**config.mk**
```make
export PLATFORM = sky130hd
export DESIGN_NAME = waveform_window_statistics
export DESIGN_NICKNAME = d
export VERILOG_FILES = /design/src/hw/rtl/wws_pkg.sv /design/src/hw/rtl/waveform_window_statistics.sv /design/src/hw/rtl/wws_div.sv /design/src/hw/rtl/wws_ctrl.sv /design/src/hw/rtl/wws_dp.sv
export SDC_FILE = /design/constraint.sdc
export NUM_CORES = 1
export LEC_CHECK = 0
export BUFFER_PORTS_ARGS = -buffer_cell sky130_fd_sc_hd__buf_4
export CELL_PAD_IN_SITES_DETAIL_PLACEMENT = 1
export CELL_PAD_IN_SITES_GLOBAL_PLACEMENT = 1
export CORE_AREA = 2 2 312 191
export CTS_CLUSTER_DIAMETER = 150
export DETAILED_ROUTE_END_ITERATION = 16
export DIE_AREA = 0 0 314 193
export PLACE_DENSITY_LB_ADDON = 0.1
export SYNTH_ARGS = -nofsm -noshare
export SYNTH_HDL_FRONTEND = slang
export SYNTH_SLANG_ARGS = --single-unit
export TNS_END_PERCENT = 1
```
**constraint.sdc**
```tcl
create_clock -name aclk -period 9.55 [get_ports aclk]
set_clock_uncertainty 0.1 [all_clocks]
set_input_delay 2.865 -clock aclk [delete_from_list [all_inputs] [get_ports aclk]]
set_output_delay 2.865 -clock aclk [all_outputs]
set_load 0.02 [all_outputs]
```
**src/hw/rtl/wws_pkg.sv**
```systemverilog
`default_nettype none

package wws_pkg;

    localparam int DEF_MAX_SAMPLES = 1024;
    localparam int DEF_SAMPLE_BITS = 16;

    // configuration port
    localparam int CFG_IDX_W  = 2;
    localparam int CFG_DATA_W = 11;
    localparam int WIN_W      = 10;

    localparam logic [CFG_IDX_W-1:0] CFG_SAMPLE_COUNT = 2'd0;
    localparam logic [CFG_IDX_W-1:0] CFG_WINDOW_START = 2'd1;
    localparam logic [CFG_IDX_W-1:0] CFG_WINDOW_END   = 2'd2;

    localparam logic [CFG_DATA_W-1:0] RST_SAMPLE_COUNT = 11'd1024;
    localparam logic [WIN_W-1:0]      RST_WINDOW_START = 10'd0;
    localparam logic [WIN_W-1:0]      RST_WINDOW_END   = 10'd1023;

    typedef enum logic [2:0] {
        ST_ACC,
        ST_GSTART,
        ST_GRUN,
        ST_RSTART,
        ST_RRUN,
        ST_LOAD
    } state_t;

    // controller -> datapath
    typedef struct packed {
        logic acc_en;      // sample beat accepted
        logic div_start;   // launch divider
        logic div_region;  // 0: waveform sum, 1: region sum
        logic save_gmean;  // capture waveform mean
        logic load_out;    // fill output register, restart accumulators
    } cmd_t;

    // datapath -> controller
    typedef struct packed {
        logic last;        // current sample ends the waveform
        logic div_done;    // divider result ready
    } sts_t;

endpackage

`default_nettype wire

```
**src/hw/rtl/waveform_window_statistics.sv**
```systemverilog
// Waveform statistics over a full waveform and over an analysis region.
// Input: s_sample beats (valid/ready), one digitized sample per beat; the
// sample index is counted inside, the waveform ends after sample_count beats.
// Output: one result beat (valid/ready) per waveform with global min, max,
// mean and region min, max, spread, abs peak, mean and two flags.
// Config: cfg_index/cfg_data beats; cfg_ready is always high. Write only
// while no waveform result is pending.
// Throughput: one sample per cycle inside a waveform. After the last sample
// the input stalls while one shared radix-2 divider forms the two means,
// waveform mean first, then region mean, and until the result is handed
// to the output register.
// The output register decouples the two sides: while a result waits for
// m_ready, the next waveform streams in; only its final result hand-off
// waits until the previous result beat is taken.
// Reset (aresetn low, synchronous): registers return to sample_count 1024,
// window 0..1023, all accumulators cleared, no result pending.
`default_nettype none

module waveform_window_statistics #(
    parameter int MAX_SAMPLES = wws_pkg::DEF_MAX_SAMPLES,
    parameter int SAMPLE_BITS = wws_pkg::DEF_SAMPLE_BITS
) (
    input  wire logic                           aclk,
    input  wire logic                           aresetn,
    // configuration write channel
    input  wire logic                           cfg_valid,
    output logic                                cfg_ready,
    input  wire logic [wws_pkg::CFG_IDX_W-1:0]  cfg_index,
    input  wire logic [wws_pkg::CFG_DATA_W-1:0] cfg_data,
    // sample channel
    input  wire logic                           s_valid,
    output logic                                s_ready,
    input  wire logic signed [SAMPLE_BITS-1:0]  s_sample,
    // result channel
    output logic                                m_valid,
    input  wire logic                           m_ready,
    output logic signed [SAMPLE_BITS-1:0]       m_global_min,
    output logic signed [SAMPLE_BITS-1:0]       m_global_max,
    output logic signed [SAMPLE_BITS-1:0]       m_global_mean,
    output logic signed [SAMPLE_BITS-1:0]       m_region_min,
    output logic signed [SAMPLE_BITS-1:0]       m_region_max,
    output logic [SAMPLE_BITS-1:0]              m_region_spread,
    output logic signed [SAMPLE_BITS-1:0]       m_region_abs_peak,
    output logic signed [SAMPLE_BITS-1:0]       m_region_mean,
    output logic                                m_region_valid,
    output logic                                m_mean_valid
);

    import wws_pkg::*;

    cmd_t cmd;
    sts_t sts;

    // registers accept any beat; the user must write only with the block idle, the block does not enforce it
    assign cfg_ready = 1'b1;

    // sequencing: accumulate, two divides, then hand off to output register
    wws_ctrl u_ctrl (
        .aclk    (aclk),
        .aresetn (aresetn),
        .s_valid (s_valid),
        .s_ready (s_ready),
        .m_valid (m_valid),
        .m_ready (m_ready),
        .sts     (sts),
        .cmd     (cmd)
    );

    // accumulators, config registers, divider and result register
    wws_dp #(
        .MAX_SAMPLES (MAX_SAMPLES),
        .SAMPLE_BITS (SAMPLE_BITS)
    ) u_dp (
        .aclk              (aclk),
        .aresetn           (aresetn),
        .cfg_valid         (cfg_valid),
        .cfg_index         (cfg_index),
        .cfg_data          (cfg_data),
        .s_sample          (s_sample),
        .cmd               (cmd),
        .sts               (sts),
        .m_global_min      (m_global_min),
        .m_global_max      (m_global_max),
        .m_global_mean     (m_global_mean),
        .m_region_min      (m_region_min),
        .m_region_max      (m_region_max),
        .m_region_spread   (m_region_spread),
        .m_region_abs_peak (m_region_abs_peak),
        .m_region_mean     (m_region_mean),
        .m_region_valid    (m_region_valid),
        .m_mean_valid      (m_mean_valid)
    );

endmodule

`default_nettype wire

```
**src/hw/rtl/wws_div.sv**
```systemverilog
`default_nettype none

module wws_div #(
    parameter int DVD_W = 26,
    parameter int DVS_W = 11
) (
    input  wire logic             aclk,
    input  wire logic             aresetn,
    input  wire logic             start,
    input  wire logic [DVD_W-1:0] dividend,
    input  wire logic [DVS_W-1:0] divisor,
    output logic                  done,
    output logic [DVD_W-1:0]      quotient
);

    localparam int CNT_W = $clog2(DVD_W + 1);

    logic [DVD_W-1:0] quo_reg, quo_next;
    logic [DVS_W-1:0] rem_reg, rem_next;
    logic [DVS_W-1:0] dvs_reg, dvs_next;
    logic [CNT_W-1:0] cnt_reg, cnt_next;
    logic             busy_reg, busy_next;
    logic             done_reg, done_next;
    logic [DVS_W:0]   rem_sh;
    logic [DVS_W:0]   diff;

    // restoring division, one quotient bit per cycle
    always_comb begin
        rem_sh    = {rem_reg, quo_reg[DVD_W-1]};
        diff      = rem_sh - {1'b0, dvs_reg};
        quo_next  = quo_reg;
        rem_next  = rem_reg;
        dvs_next  = dvs_reg;
        cnt_next  = cnt_reg;
        busy_next = busy_reg;
        done_next = 1'b0;
        if (start) begin
            quo_next  = dividend;
            rem_next  = '0;
            dvs_next  = divisor;
            cnt_next  = CNT_W'(DVD_W);
            busy_next = 1'b1;
        end else if (busy_reg) begin
            if (rem_sh >= {1'b0, dvs_reg}) begin
                rem_next = diff[DVS_W-1:0];
                quo_next = {quo_reg[DVD_W-2:0], 1'b1};
            end else begin
                rem_next = rem_sh[DVS_W-1:0];
                quo_next = {quo_reg[DVD_W-2:0], 1'b0};
            end
            cnt_next = cnt_reg - 1'b1;
            if (cnt_reg == CNT_W'(1)) begin
                busy_next = 1'b0;
                done_next = 1'b1;
            end
        end
    end

    always_ff @(posedge aclk) begin
        quo_reg <= quo_next;
        rem_reg <= rem_next;
        dvs_reg <= dvs_next;
        cnt_reg <= cnt_next;
        if (!aresetn) begin
            busy_reg <= 1'b0;
            done_reg <= 1'b0;
        end else begin
            busy_reg <= busy_next;
            done_reg <= done_next;
        end
    end

    assign done     = done_reg;
    assign quotient = quo_reg;

endmodule

`default_nettype wire

```
**src/hw/rtl/wws_ctrl.sv**
```systemverilog
`default_nettype none

module wws_ctrl (
    input  wire logic           aclk,
    input  wire logic           aresetn,
    input  wire logic           s_valid,
    output logic                s_ready,
    output logic                m_valid,
    input  wire logic           m_ready,
    input  wire wws_pkg::sts_t  sts,
    output wws_pkg::cmd_t       cmd
);

    import wws_pkg::*;

    state_t state_reg, state_next;
    logic   m_valid_reg, m_valid_next;
    logic   out_free;

    assign out_free = !m_valid_reg || m_ready;

    always_comb begin
        state_next = state_reg;
        case (state_reg)
            ST_ACC: begin
                if (s_valid && sts.last) state_next = ST_GSTART;
            end
            ST_GSTART: state_next = ST_GRUN;
            ST_GRUN: begin
                if (sts.div_done) state_next = ST_RSTART;
            end
            ST_RSTART: state_next = ST_RRUN;
            ST_RRUN: begin
                if (sts.div_done) state_next = ST_LOAD;
            end
            ST_LOAD: begin
                if (out_free) state_next = ST_ACC;
            end
            default: state_next = ST_ACC;
        endcase
    end

    always_comb begin
        cmd        = '0;
        s_ready    = 1'b0;
        case (state_reg)
            ST_ACC: begin
                s_ready    = 1'b1;
                cmd.acc_en = s_valid;
            end
            ST_GSTART: cmd.div_start = 1'b1;
            ST_GRUN:   cmd.save_gmean = sts.div_done;
            ST_RSTART: begin
                cmd.div_start  = 1'b1;
                cmd.div_region = 1'b1;
            end
            ST_RRUN:   cmd.div_region = 1'b1;
            ST_LOAD: begin
                cmd.div_region = 1'b1;
                cmd.load_out   = out_free;
            end
            default: cmd = '0;
        endcase
    end

    always_comb begin
        m_valid_next = m_valid_reg;
        if (m_ready) m_valid_next = 1'b0;
        if (cmd.load_out) m_valid_next = 1'b1;
    end

    always_ff @(posedge aclk) begin
        if (!aresetn) begin
            state_reg   <= ST_ACC;
            m_valid_reg <= 1'b0;
        end else begin
            state_reg   <= state_next;
            m_valid_reg <= m_valid_next;
        end
    end

    assign m_valid = m_valid_reg;

endmodule

`default_nettype wire

```
**src/hw/rtl/wws_dp.sv**
```systemverilog
`default_nettype none

module wws_dp #(
    parameter int MAX_SAMPLES = wws_pkg::DEF_MAX_SAMPLES,
    parameter int SAMPLE_BITS = wws_pkg::DEF_SAMPLE_BITS
) (
    input  wire logic                                 aclk,
    input  wire logic                                 aresetn,
    input  wire logic                                 cfg_valid,
    input  wire logic [wws_pkg::CFG_IDX_W-1:0]        cfg_index,
    input  wire logic [wws_pkg::CFG_DATA_W-1:0]       cfg_data,
    input  wire logic signed [SAMPLE_BITS-1:0]        s_sample,
    input  wire wws_pkg::cmd_t                        cmd,
    output wws_pkg::sts_t                             sts,
    output logic signed [SAMPLE_BITS-1:0]             m_global_min,
    output logic signed [SAMPLE_BITS-1:0]             m_global_max,
    output logic signed [SAMPLE_BITS-1:0]             m_global_mean,
    output logic signed [SAMPLE_BITS-1:0]             m_region_min,
    output logic signed [SAMPLE_BITS-1:0]             m_region_max,
    output logic [SAMPLE_BITS-1:0]                    m_region_spread,
    output logic signed [SAMPLE_BITS-1:0]             m_region_abs_peak,
    output logic signed [SAMPLE_BITS-1:0]             m_region_mean,
    output logic                                      m_region_valid,
    output logic                                      m_mean_valid
);

    import wws_pkg::*;

    localparam int SB    = SAMPLE_BITS;
    localparam int IDX_W = $clog2(MAX_SAMPLES);
    localparam int CNT_W = $clog2(MAX_SAMPLES + 1);
    localparam int SUM_W = SAMPLE_BITS + IDX_W;
    localparam int CW    = (CNT_W > CFG_DATA_W) ? CNT_W : CFG_DATA_W;

    // configuration
    logic [CFG_DATA_W-1:0] sample_count_reg;
    logic [WIN_W-1:0]      window_start_reg;
    logic [WIN_W-1:0]      window_end_reg;

    always_ff @(posedge aclk) begin
        if (!aresetn) begin
            sample_count_reg <= RST_SAMPLE_COUNT;
            window_start_reg <= RST_WINDOW_START;
            window_end_reg   <= RST_WINDOW_END;
        end else if (cfg_valid) begin
            case (cfg_index)
                CFG_SAMPLE_COUNT: sample_count_reg <= cfg_data;
                CFG_WINDOW_START: window_start_reg <= cfg_data[WIN_W-1:0];
                CFG_WINDOW_END:   window_end_reg   <= cfg_data[WIN_W-1:0];
                default: ;
            endcase
        end
    end

    // accumulators
    logic [IDX_W-1:0]        idx_reg, idx_next;
    logic signed [SB-1:0]    all_min_reg, all_min_next;
    logic signed [SB-1:0]    all_max_reg, all_max_next;
    logic signed [SUM_W-1:0] all_sum_reg, all_sum_next;
    logic signed [SB-1:0]    win_min_reg, win_min_next;
    logic signed [SB-1:0]    win_max_reg, win_max_next;
    logic signed [SB-1:0]    win_peak_reg, win_peak_next;
    logic [SB-1:0]           win_mag_reg, win_mag_next;
    logic signed [SUM_W-1:0] win_sum_reg, win_sum_next;
    logic [CNT_W-1:0]        win_cnt_reg, win_cnt_next;

    logic [CW-1:0]           eff_count;
    logic [CW-1:0]           idx_ext;
    logic [CW-1:0]           idx_inc;
    logic [CW-1:0]           ws_ext;
    logic [CW-1:0]           last_ext;
    logic                    at_start;
    logic                    in_win;
    logic                    rvalid;
    logic                    mvalid;
    logic                    wave_last;
    logic [SB-1:0]           mag;
    logic signed [SUM_W-1:0] s_ext;

    always_comb begin
        if (sample_count_reg == '0)
            eff_count = CW'(1);
        else if (CW'(sample_count_reg) > CW'(MAX_SAMPLES))
            eff_count = CW'(MAX_SAMPLES);
        else
            eff_count = CW'(sample_count_reg);
    end

    assign idx_ext   = CW'(idx_reg);
    assign idx_inc   = idx_ext + CW'(1);
    assign ws_ext    = CW'(window_start_reg);
    assign last_ext  = CW'(window_end_reg) + CW'(1);
    assign at_start  = (idx_ext == ws_ext);
    assign in_win    = (idx_ext > ws_ext) && (idx_ext <= last_ext);
    assign rvalid    = (ws_ext <= idx_ext);
    assign mvalid    = rvalid && (win_cnt_reg != '0);
    assign mag       = s_sample[SB-1] ? (~s_sample + 1'b1) : s_sample;
    assign s_ext     = {{(SUM_W-SB){s_sample[SB-1]}}, s_sample};

    assign wave_last = (idx_inc >= eff_count);

    always_comb begin
        idx_next      = idx_reg;
        all_min_next  = all_min_reg;
        all_max_next  = all_max_reg;
        all_sum_next  = all_sum_reg;
        win_min_next  = win_min_reg;
        win_max_next  = win_max_reg;
        win_peak_next = win_peak_reg;
        win_mag_next  = win_mag_reg;
        win_sum_next  = win_sum_reg;
        win_cnt_next  = win_cnt_reg;
        if (cmd.load_out) begin
            idx_next      = '0;
            all_min_next  = '0;
            all_max_next  = '0;
            all_sum_next  = '0;
            win_min_next  = '0;
            win_max_next  = '0;
            win_peak_next = '0;
            win_mag_next  = '0;
            win_sum_next  = '0;
            win_cnt_next  = '0;
        end else if (cmd.acc_en) begin
            if (idx_reg == '0) begin
                all_min_next = s_sample;
                all_max_next = s_sample;
                all_sum_next = s_ext;
            end else begin
                if (s_sample < all_min_reg) all_min_next = s_sample;
                if (s_sample > all_max_reg) all_max_next = s_sample;
                all_sum_next = all_sum_reg + s_ext;
            end
            if (at_start) begin
                win_min_next  = s_sample;
                win_max_next  = s_sample;
                win_peak_next = s_sample;
                win_mag_next  = mag;
                // start past the region end: extremes only, no mean
                if (idx_ext <= last_ext) begin
                    win_sum_next = s_ext;
                    win_cnt_next = CNT_W'(1);
                end else begin
                    win_sum_next = '0;
                    win_cnt_next = '0;
                end
            end else if (in_win) begin
                if (s_sample < win_min_reg) win_min_next = s_sample;
                if (s_sample > win_max_reg) win_max_next = s_sample;
                if (mag > win_mag_reg) begin
                    win_mag_next  = mag;
                    win_peak_next = s_sample;
                end
                win_sum_next = win_sum_reg + s_ext;
                win_cnt_next = win_cnt_reg + 1'b1;
            end
            if (!wave_last) idx_next = idx_inc[IDX_W-1:0];
        end
    end

    always_ff @(posedge aclk) begin
        if (!aresetn) begin
            idx_reg      <= '0;
            all_min_reg  <= '0;
            all_max_reg  <= '0;
            all_sum_reg  <= '0;
            win_min_reg  <= '0;
            win_max_reg  <= '0;
            win_peak_reg <= '0;
            win_mag_reg  <= '0;
            win_sum_reg  <= '0;
            win_cnt_reg  <= '0;
        end else begin
            idx_reg      <= idx_next;
            all_min_reg  <= all_min_next;
            all_max_reg  <= all_max_next;
            all_sum_reg  <= all_sum_next;
            win_min_reg  <= win_min_next;
            win_max_reg  <= win_max_next;
            win_peak_reg <= win_peak_next;
            win_mag_reg  <= win_mag_next;
            win_sum_reg  <= win_sum_next;
            win_cnt_reg  <= win_cnt_next;
        end
    end

    // shared divider on magnitudes, sign restored afterwards
    logic signed [SUM_W-1:0] dvd_signed;
    logic [SUM_W-1:0]        dvd_mag;
    logic [CNT_W-1:0]        dvs;
    logic [SUM_W-1:0]        quo;
    logic                    div_done;
    logic                    neg_reg, neg_next;
    logic [SUM_W-1:0]        quo_signed;
    logic signed [SB-1:0]    gmean_reg, gmean_next;

    assign dvd_signed = cmd.div_region ? win_sum_reg : all_sum_reg;
    assign dvd_mag    = dvd_signed[SUM_W-1] ? (~dvd_signed + 1'b1) : dvd_signed;
    assign dvs        = cmd.div_region ? win_cnt_reg : idx_inc[CNT_W-1:0];

    wws_div #(
        .DVD_W (SUM_W),
        .DVS_W (CNT_W)
    ) u_div (
        .aclk     (aclk),
        .aresetn  (aresetn),
        .start    (cmd.div_start),
        .dividend (dvd_mag),
        .divisor  (dvs),
        .done     (div_done),
        .quotient (quo)
    );

    assign sts = '{last: wave_last, div_done: div_done};

    assign neg_next   = cmd.div_start ? dvd_signed[SUM_W-1] : neg_reg;
    assign quo_signed = neg_reg ? (~quo + 1'b1) : quo;
    assign gmean_next = cmd.save_gmean ? quo_signed[SB-1:0] : gmean_reg;

    always_ff @(posedge aclk) begin
        neg_reg   <= neg_next;
        gmean_reg <= gmean_next;
    end

    // output register
    always_ff @(posedge aclk) begin
        if (cmd.load_out) begin
            m_global_min      <= all_min_reg;
            m_global_max      <= all_max_reg;
            m_global_mean     <= gmean_reg;
            m_region_min      <= rvalid ? win_min_reg : '0;
            m_region_max      <= rvalid ? win_max_reg : '0;
            m_region_spread   <= rvalid ? (win_max_reg - win_min_reg) : '0;
            m_region_abs_peak <= rvalid ? win_peak_reg : '0;
            m_region_mean     <= mvalid ? quo_signed[SB-1:0] : '0;
            m_region_valid    <= rvalid;
            m_mean_valid      <= mvalid;
        end
    end

endmodule

`default_nettype wire

```
==> impl_table.tex <==
\begin{tabular}{lr}
\hline
Metric & Value \\
\hline
\multicolumn{2}{l}{\textbf{Run status}} \\
Run status & complete, no violations \\
\multicolumn{2}{l}{\textbf{Timing}} \\
Unrepaired setup endpoints after global routing & no \\
Rel. slew slack & 15.35\% \\
Number of failing hold endpoints at the final stage & 0 \\
Top achievable clock speed & around 0.15 GHz \\
Count of endpoints failing setup in the final report & 0 \\
Post-route worst setup slack & 2.850 ns \\
Time the final worst path needs with I/O delays and setup & roughly 6.7 ns \\
Slew at the pin closest to its max-slew limit & 1.267 ns \\
Part of the cycle the worst path needs & 70.15\% \\
Final number of max-transition violations & 0 \\
Setup TNS & 0 ns \\
\multicolumn{2}{l}{\textbf{Layout}} \\
Number of fillers in the final layout & 6578 \\
Number of diodes added for antenna fixing & 0 \\
Layout net count & 2770 \\
Post-layout utilization of the core & 45.44\% \\
Top library cells by usage in the layout, fill and taps aside & sky130\_fd\_sc\_hd\_\_nor2\_1, sky130\_fd\_sc\_hd\_\_dfxtp\_1, sky130\_fd\_sc\_hd\_\_nand2\_1, sky130\_fd\_sc\_hd\_\_ha\_1, sky130\_fd\_sc\_hd\_\_buf\_4 \\
Finished layout cell area & 26400 sq um \\
Multi-input logic area & 11970 sq um \\
Leading cell type in the layout, fill and taps excluded & sky130\_fd\_sc\_hd\_\_nor2\_1 \\
Area taken by flip-flops and latches & 9950 sq um \\
Synth-to-Final Area Change & 15.51\% \\
Share of post-route cells with drive strength above 1 & 11.90\% \\
\multicolumn{2}{l}{\textbf{Clock network}} \\
CTS Root Buffer Type & sky130\_fd\_sc\_hd\_\_clkbuf\_16 \\
Number of buffers inserted during clock tree synthesis & 44 \\
Depth of the CTS H-tree & 2 \\
Hold-fix buffer count after cts & 0 \\
Number of buffers between clock root and the deepest sink & 3 \\
Clock latency on the worst-skew pair & around 0.6 ns \\
Clk sink count & 405 \\
Post-CTS resize count & 0 \\
Clock tree from TritonCTS & done \\
Clock input transition at the sequential cells of the worst setup and hold paths & 0.06 ns \\
Post-CTS setup buffer count & 0 \\
\multicolumn{2}{l}{\textbf{Floorplan}} \\
Vertical die dimension & 193 um \\
Initial core utilization & between 30\% and 40\% \\
Io pins & approximately 170 \\
Number of core rows & 69 \\
Placeable Area & around 58000 sq um \\
DIE AREA & 60600 sq um \\
X dimension of the die & 314 um \\
\multicolumn{2}{l}{\textbf{Logic synthesis}} \\
Netlist cell types & just under 90 \\
Number of enable-type register cells in the synthesized netlist & 184 \\
Most used DFF post-synth & sky130\_fd\_sc\_hd\_\_dfxtp\_1 \\
Sequential area share after synthesis & 43.53\% \\
Post-synthesis register bit count & 405 \\
Syn Nets & roughly 2600 \\
Post-Synthesis Cells & 2410 \\
Summed instance area of the synthesized netlist & 22860 sq um \\
Async set-or-reset flop fraction in the synthesized netlist & 0\% \\
Count of yosys warnings during synthesis & 0 \\
Post-Syn Area per Cell & 9.484 sq um \\
\multicolumn{2}{l}{\textbf{Global routing}} \\
Sum of overflow across all layers after global routing & 0 \\
Maximum number of pins on one net before global-route repair & 76 \\
Vias in the first global route & approximately 18000 \\
First-pass GRT wire length & approximately 110000 um \\
Initial antenna violation count & 3 \\
Total Routing Usage GR & about a quarter \\
\multicolumn{2}{l}{\textbf{Worst setup path}} \\
Setup Crit Path Kind & in -> reg \\
CP Capture Type & flop \\
Crit path launch type & input pin \\
Worst R2R Start & u\_dp.idx\_reg[0] \\
Crit. Startpoint & s\_sample[6] \\
Worst endpoint data arrival time & 7.04 ns \\
Crit path required time & 9.89 ns \\
Maximum fanout count along the critical path & 18 \\
\multicolumn{2}{l}{\textbf{Placement}} \\
Quantity of I/O buffers inserted on ports & $\sim$170 \\
Placed cell areas & roughly 25000 sq um \\
Placement Setup Slack & 2.301 ns \\
Final HPWL from detailed placement & around 53000 um \\
Gp weighted congestion & 0.8776 \\
\multicolumn{2}{l}{\textbf{Power and ir drop}} \\
Leak pwr & 11.13 nW \\
IR drop worst, VDD & $\sim$0.18 mV \\
Cell Pwr Density & 303.5 nW/um\^{}2 \\
\multicolumn{2}{l}{\textbf{Route}} \\
Count of unresolved DRC violations after routing & 0 \\
Remaining antenna violation count after routing & 0 \\
Via count of the routed design & 18330 \\
Number of detailed-routing iterations run before antenna repair & 5 \\
WL/cell & between 20 and 25 um \\
Number of design-rule violations left by the first detailed-router iteration & between 1000 and 1500 \\
Detail-routed via count per cell & 5.467 \\
Final routed wirelength across all metal layers & roughly 72000 um \\
\multicolumn{2}{l}{\textbf{Hold path}} \\
Classification of the worst-slack hold path & reg -> reg \\
Beginning of the worst hold path & u\_dp.gmean\_reg[12] \\
\multicolumn{2}{l}{\textbf{Job}} \\
Total of max-cap violations & 0 \\
\hline
\end{tabular}
-- per-stage QoR --
| step | power (W) | hold slack, ns | instances |
|---|---|---|---|
| 6_report | 0.008014 | 0.3234 | 3352 |
| 3_3_place_gp | 0.005997 | 0.3071 | 3272 |
| 5_1_grt | 0.008544 | 0.3237 | 3352 |
| 2_1_floorplan | 0.005045 | 0.3003 | 2410 |
| 4_1_cts | 0.008019 | 0.3231 | 3352 |
| 3_5_place_dp | 0.006147 | 0.3089 | 3272 |
-- power breakdown --
part           leakage (nW)  internal, W  total, W  switching, W
combinational          6.89      0.00135   0.00356       0.00222
clock                 0.740      0.00108   0.00185      0.000767
sequential             3.50      0.00225   0.00260      0.000355
-- worst max-delay path, stage by stage --
cell and delay (ns):
sky130_fd_sc_hd__buf_4 0.20, sky130_fd_sc_hd__or4_1 0.64, sky130_fd_sc_hd__nor4_1 0.31, sky130_fd_sc_hd__nand3_1 0.16, sky130_fd_sc_hd__nor4b_1 0.48, sky130_fd_sc_hd__ha_1 0.25, sky130_fd_sc_hd__nand2_1 0.08, sky130_fd_sc_hd__or3_1 0.40
sky130_fd_sc_hd__o21ai_0 0.17, sky130_fd_sc_hd__o21ai_0 0.15, sky130_fd_sc_hd__a21boi_4 0.59, sky130_fd_sc_hd__buf_4 0.42, sky130_fd_sc_hd__mux2i_1 0.24, sky130_fd_sc_hd__nor2_1 0.05
-- area by class of cell --
| class | instances | area share (%) |
|---|---|---|
| timing repair buffer | 192 | 5.459 |
| clock buffer | 54 | 4.507 |
| sequential | 405 | 37.69 |
| inverter | 146 | 2.076 |
| clock inverter | 26 | 1.246 |
| tap | 781 | 3.701 |
| multi-input combinational | 1748 | 45.32 |
-- cell families (layout without fill, tap and decap cells) --
family	count (synthesis)	in the layout	share of synthesized area [%]
AO/OA/AOI/OAI	522	522	14.68
XOR/XNOR	138	138	5.288
adder cells (fa/ha/maj)	200	200	11.07
buffers and inverters	257	418	4.390
flip-flops	405	405	43.53
multiplexers	120	120	5.283
other	1	1	0.01641
AND/OR/NAND/NOR	767	767	15.74
-- cell usage after synthesis (3+ instances only) --
library cell,number,area [sq um]
sky130_fd_sc_hd__edfxtp_1,184,5525
sky130_fd_sc_hd__o21bai_1,7,52.55
sky130_fd_sc_hd__xor2_1,58,508.0
sky130_fd_sc_hd__o31ai_1,30,225.2
sky130_fd_sc_hd__nand4_1,32,200.2
sky130_fd_sc_hd__buf_4,7,52.55
sky130_fd_sc_hd__nor3_1,40,200.2
sky130_fd_sc_hd__a311o_1,3,30.03
sky130_fd_sc_hd__nand2_1,217,814.5
sky130_fd_sc_hd__a31oi_1,18,112.6
sky130_fd_sc_hd__fa_1,4,80.08
sky130_fd_sc_hd__a21oi_1,120,600.6
sky130_fd_sc_hd__xnor2_1,80,700.7
sky130_fd_sc_hd__a211o_1,6,52.55
sky130_fd_sc_hd__o21ai_2,4,35.03
sky130_fd_sc_hd__a21oi_2,4,35.03
sky130_fd_sc_hd__a211oi_1,25,187.7
sky130_fd_sc_hd__o41ai_1,5,43.79
sky130_fd_sc_hd__nand2b_1,26,162.7
sky130_fd_sc_hd__dfxtp_1,221,4424
sky130_fd_sc_hd__or3_1,14,87.58
sky130_fd_sc_hd__o21ai_1,13,65.06
sky130_fd_sc_hd__or4_1,4,30.03
sky130_fd_sc_hd__and3_1,29,181.4
sky130_fd_sc_hd__clkbuf_1,84,315.3
sky130_fd_sc_hd__nor3b_1,3,22.52
sky130_fd_sc_hd__o21a_1,12,90.09
sky130_fd_sc_hd__nor4_1,11,68.82
sky130_fd_sc_hd__ha_1,195,2440
sky130_fd_sc_hd__nor2b_1,46,287.8
sky130_fd_sc_hd__mux2i_1,117,1171
sky130_fd_sc_hd__o211ai_1,18,135.1
sky130_fd_sc_hd__or2_2,3,18.77
sky130_fd_sc_hd__a21o_1,66,495.5
sky130_fd_sc_hd__o2111ai_1,4,35.03
sky130_fd_sc_hd__and2_1,25,156.4
sky130_fd_sc_hd__a21boi_0,4,30.03
sky130_fd_sc_hd__buf_2,10,50.05
sky130_fd_sc_hd__o21ai_0,141,705.7
sky130_fd_sc_hd__nand3_1,71,355.3
sky130_fd_sc_hd__a22oi_1,12,90.09
sky130_fd_sc_hd__inv_1,145,544.3
sky130_fd_sc_hd__nor2_1,229,859.6
sky130_fd_sc_hd__buf_1,10,37.54
-- layer usage --
layer | up-vias | wire length, um | GRT usage [%]
li1 | 8812 | - | -
met1 | 9067 | 39480 | 38.36
met5 | - | 0 | 0
met3 | 58 | 3553 | 3.155
met4 | 0 | 826 | 4.288
met2 | 388 | 27800 | 31.58
-- final timing paths --
check                           endpoint  slack, ns  depth (start not counted)
setup reg to reg   u_dp.win_peak_reg[12]       5.22                         15
setup / recovery   u_dp.win_peak_reg[12]       2.85                         14
hold / removal    u_dp.m_global_mean[12]       0.32                          0
hold reg to reg   u_dp.m_global_mean[12]       0.32                          0
Power figures use the tool's default switching activity.
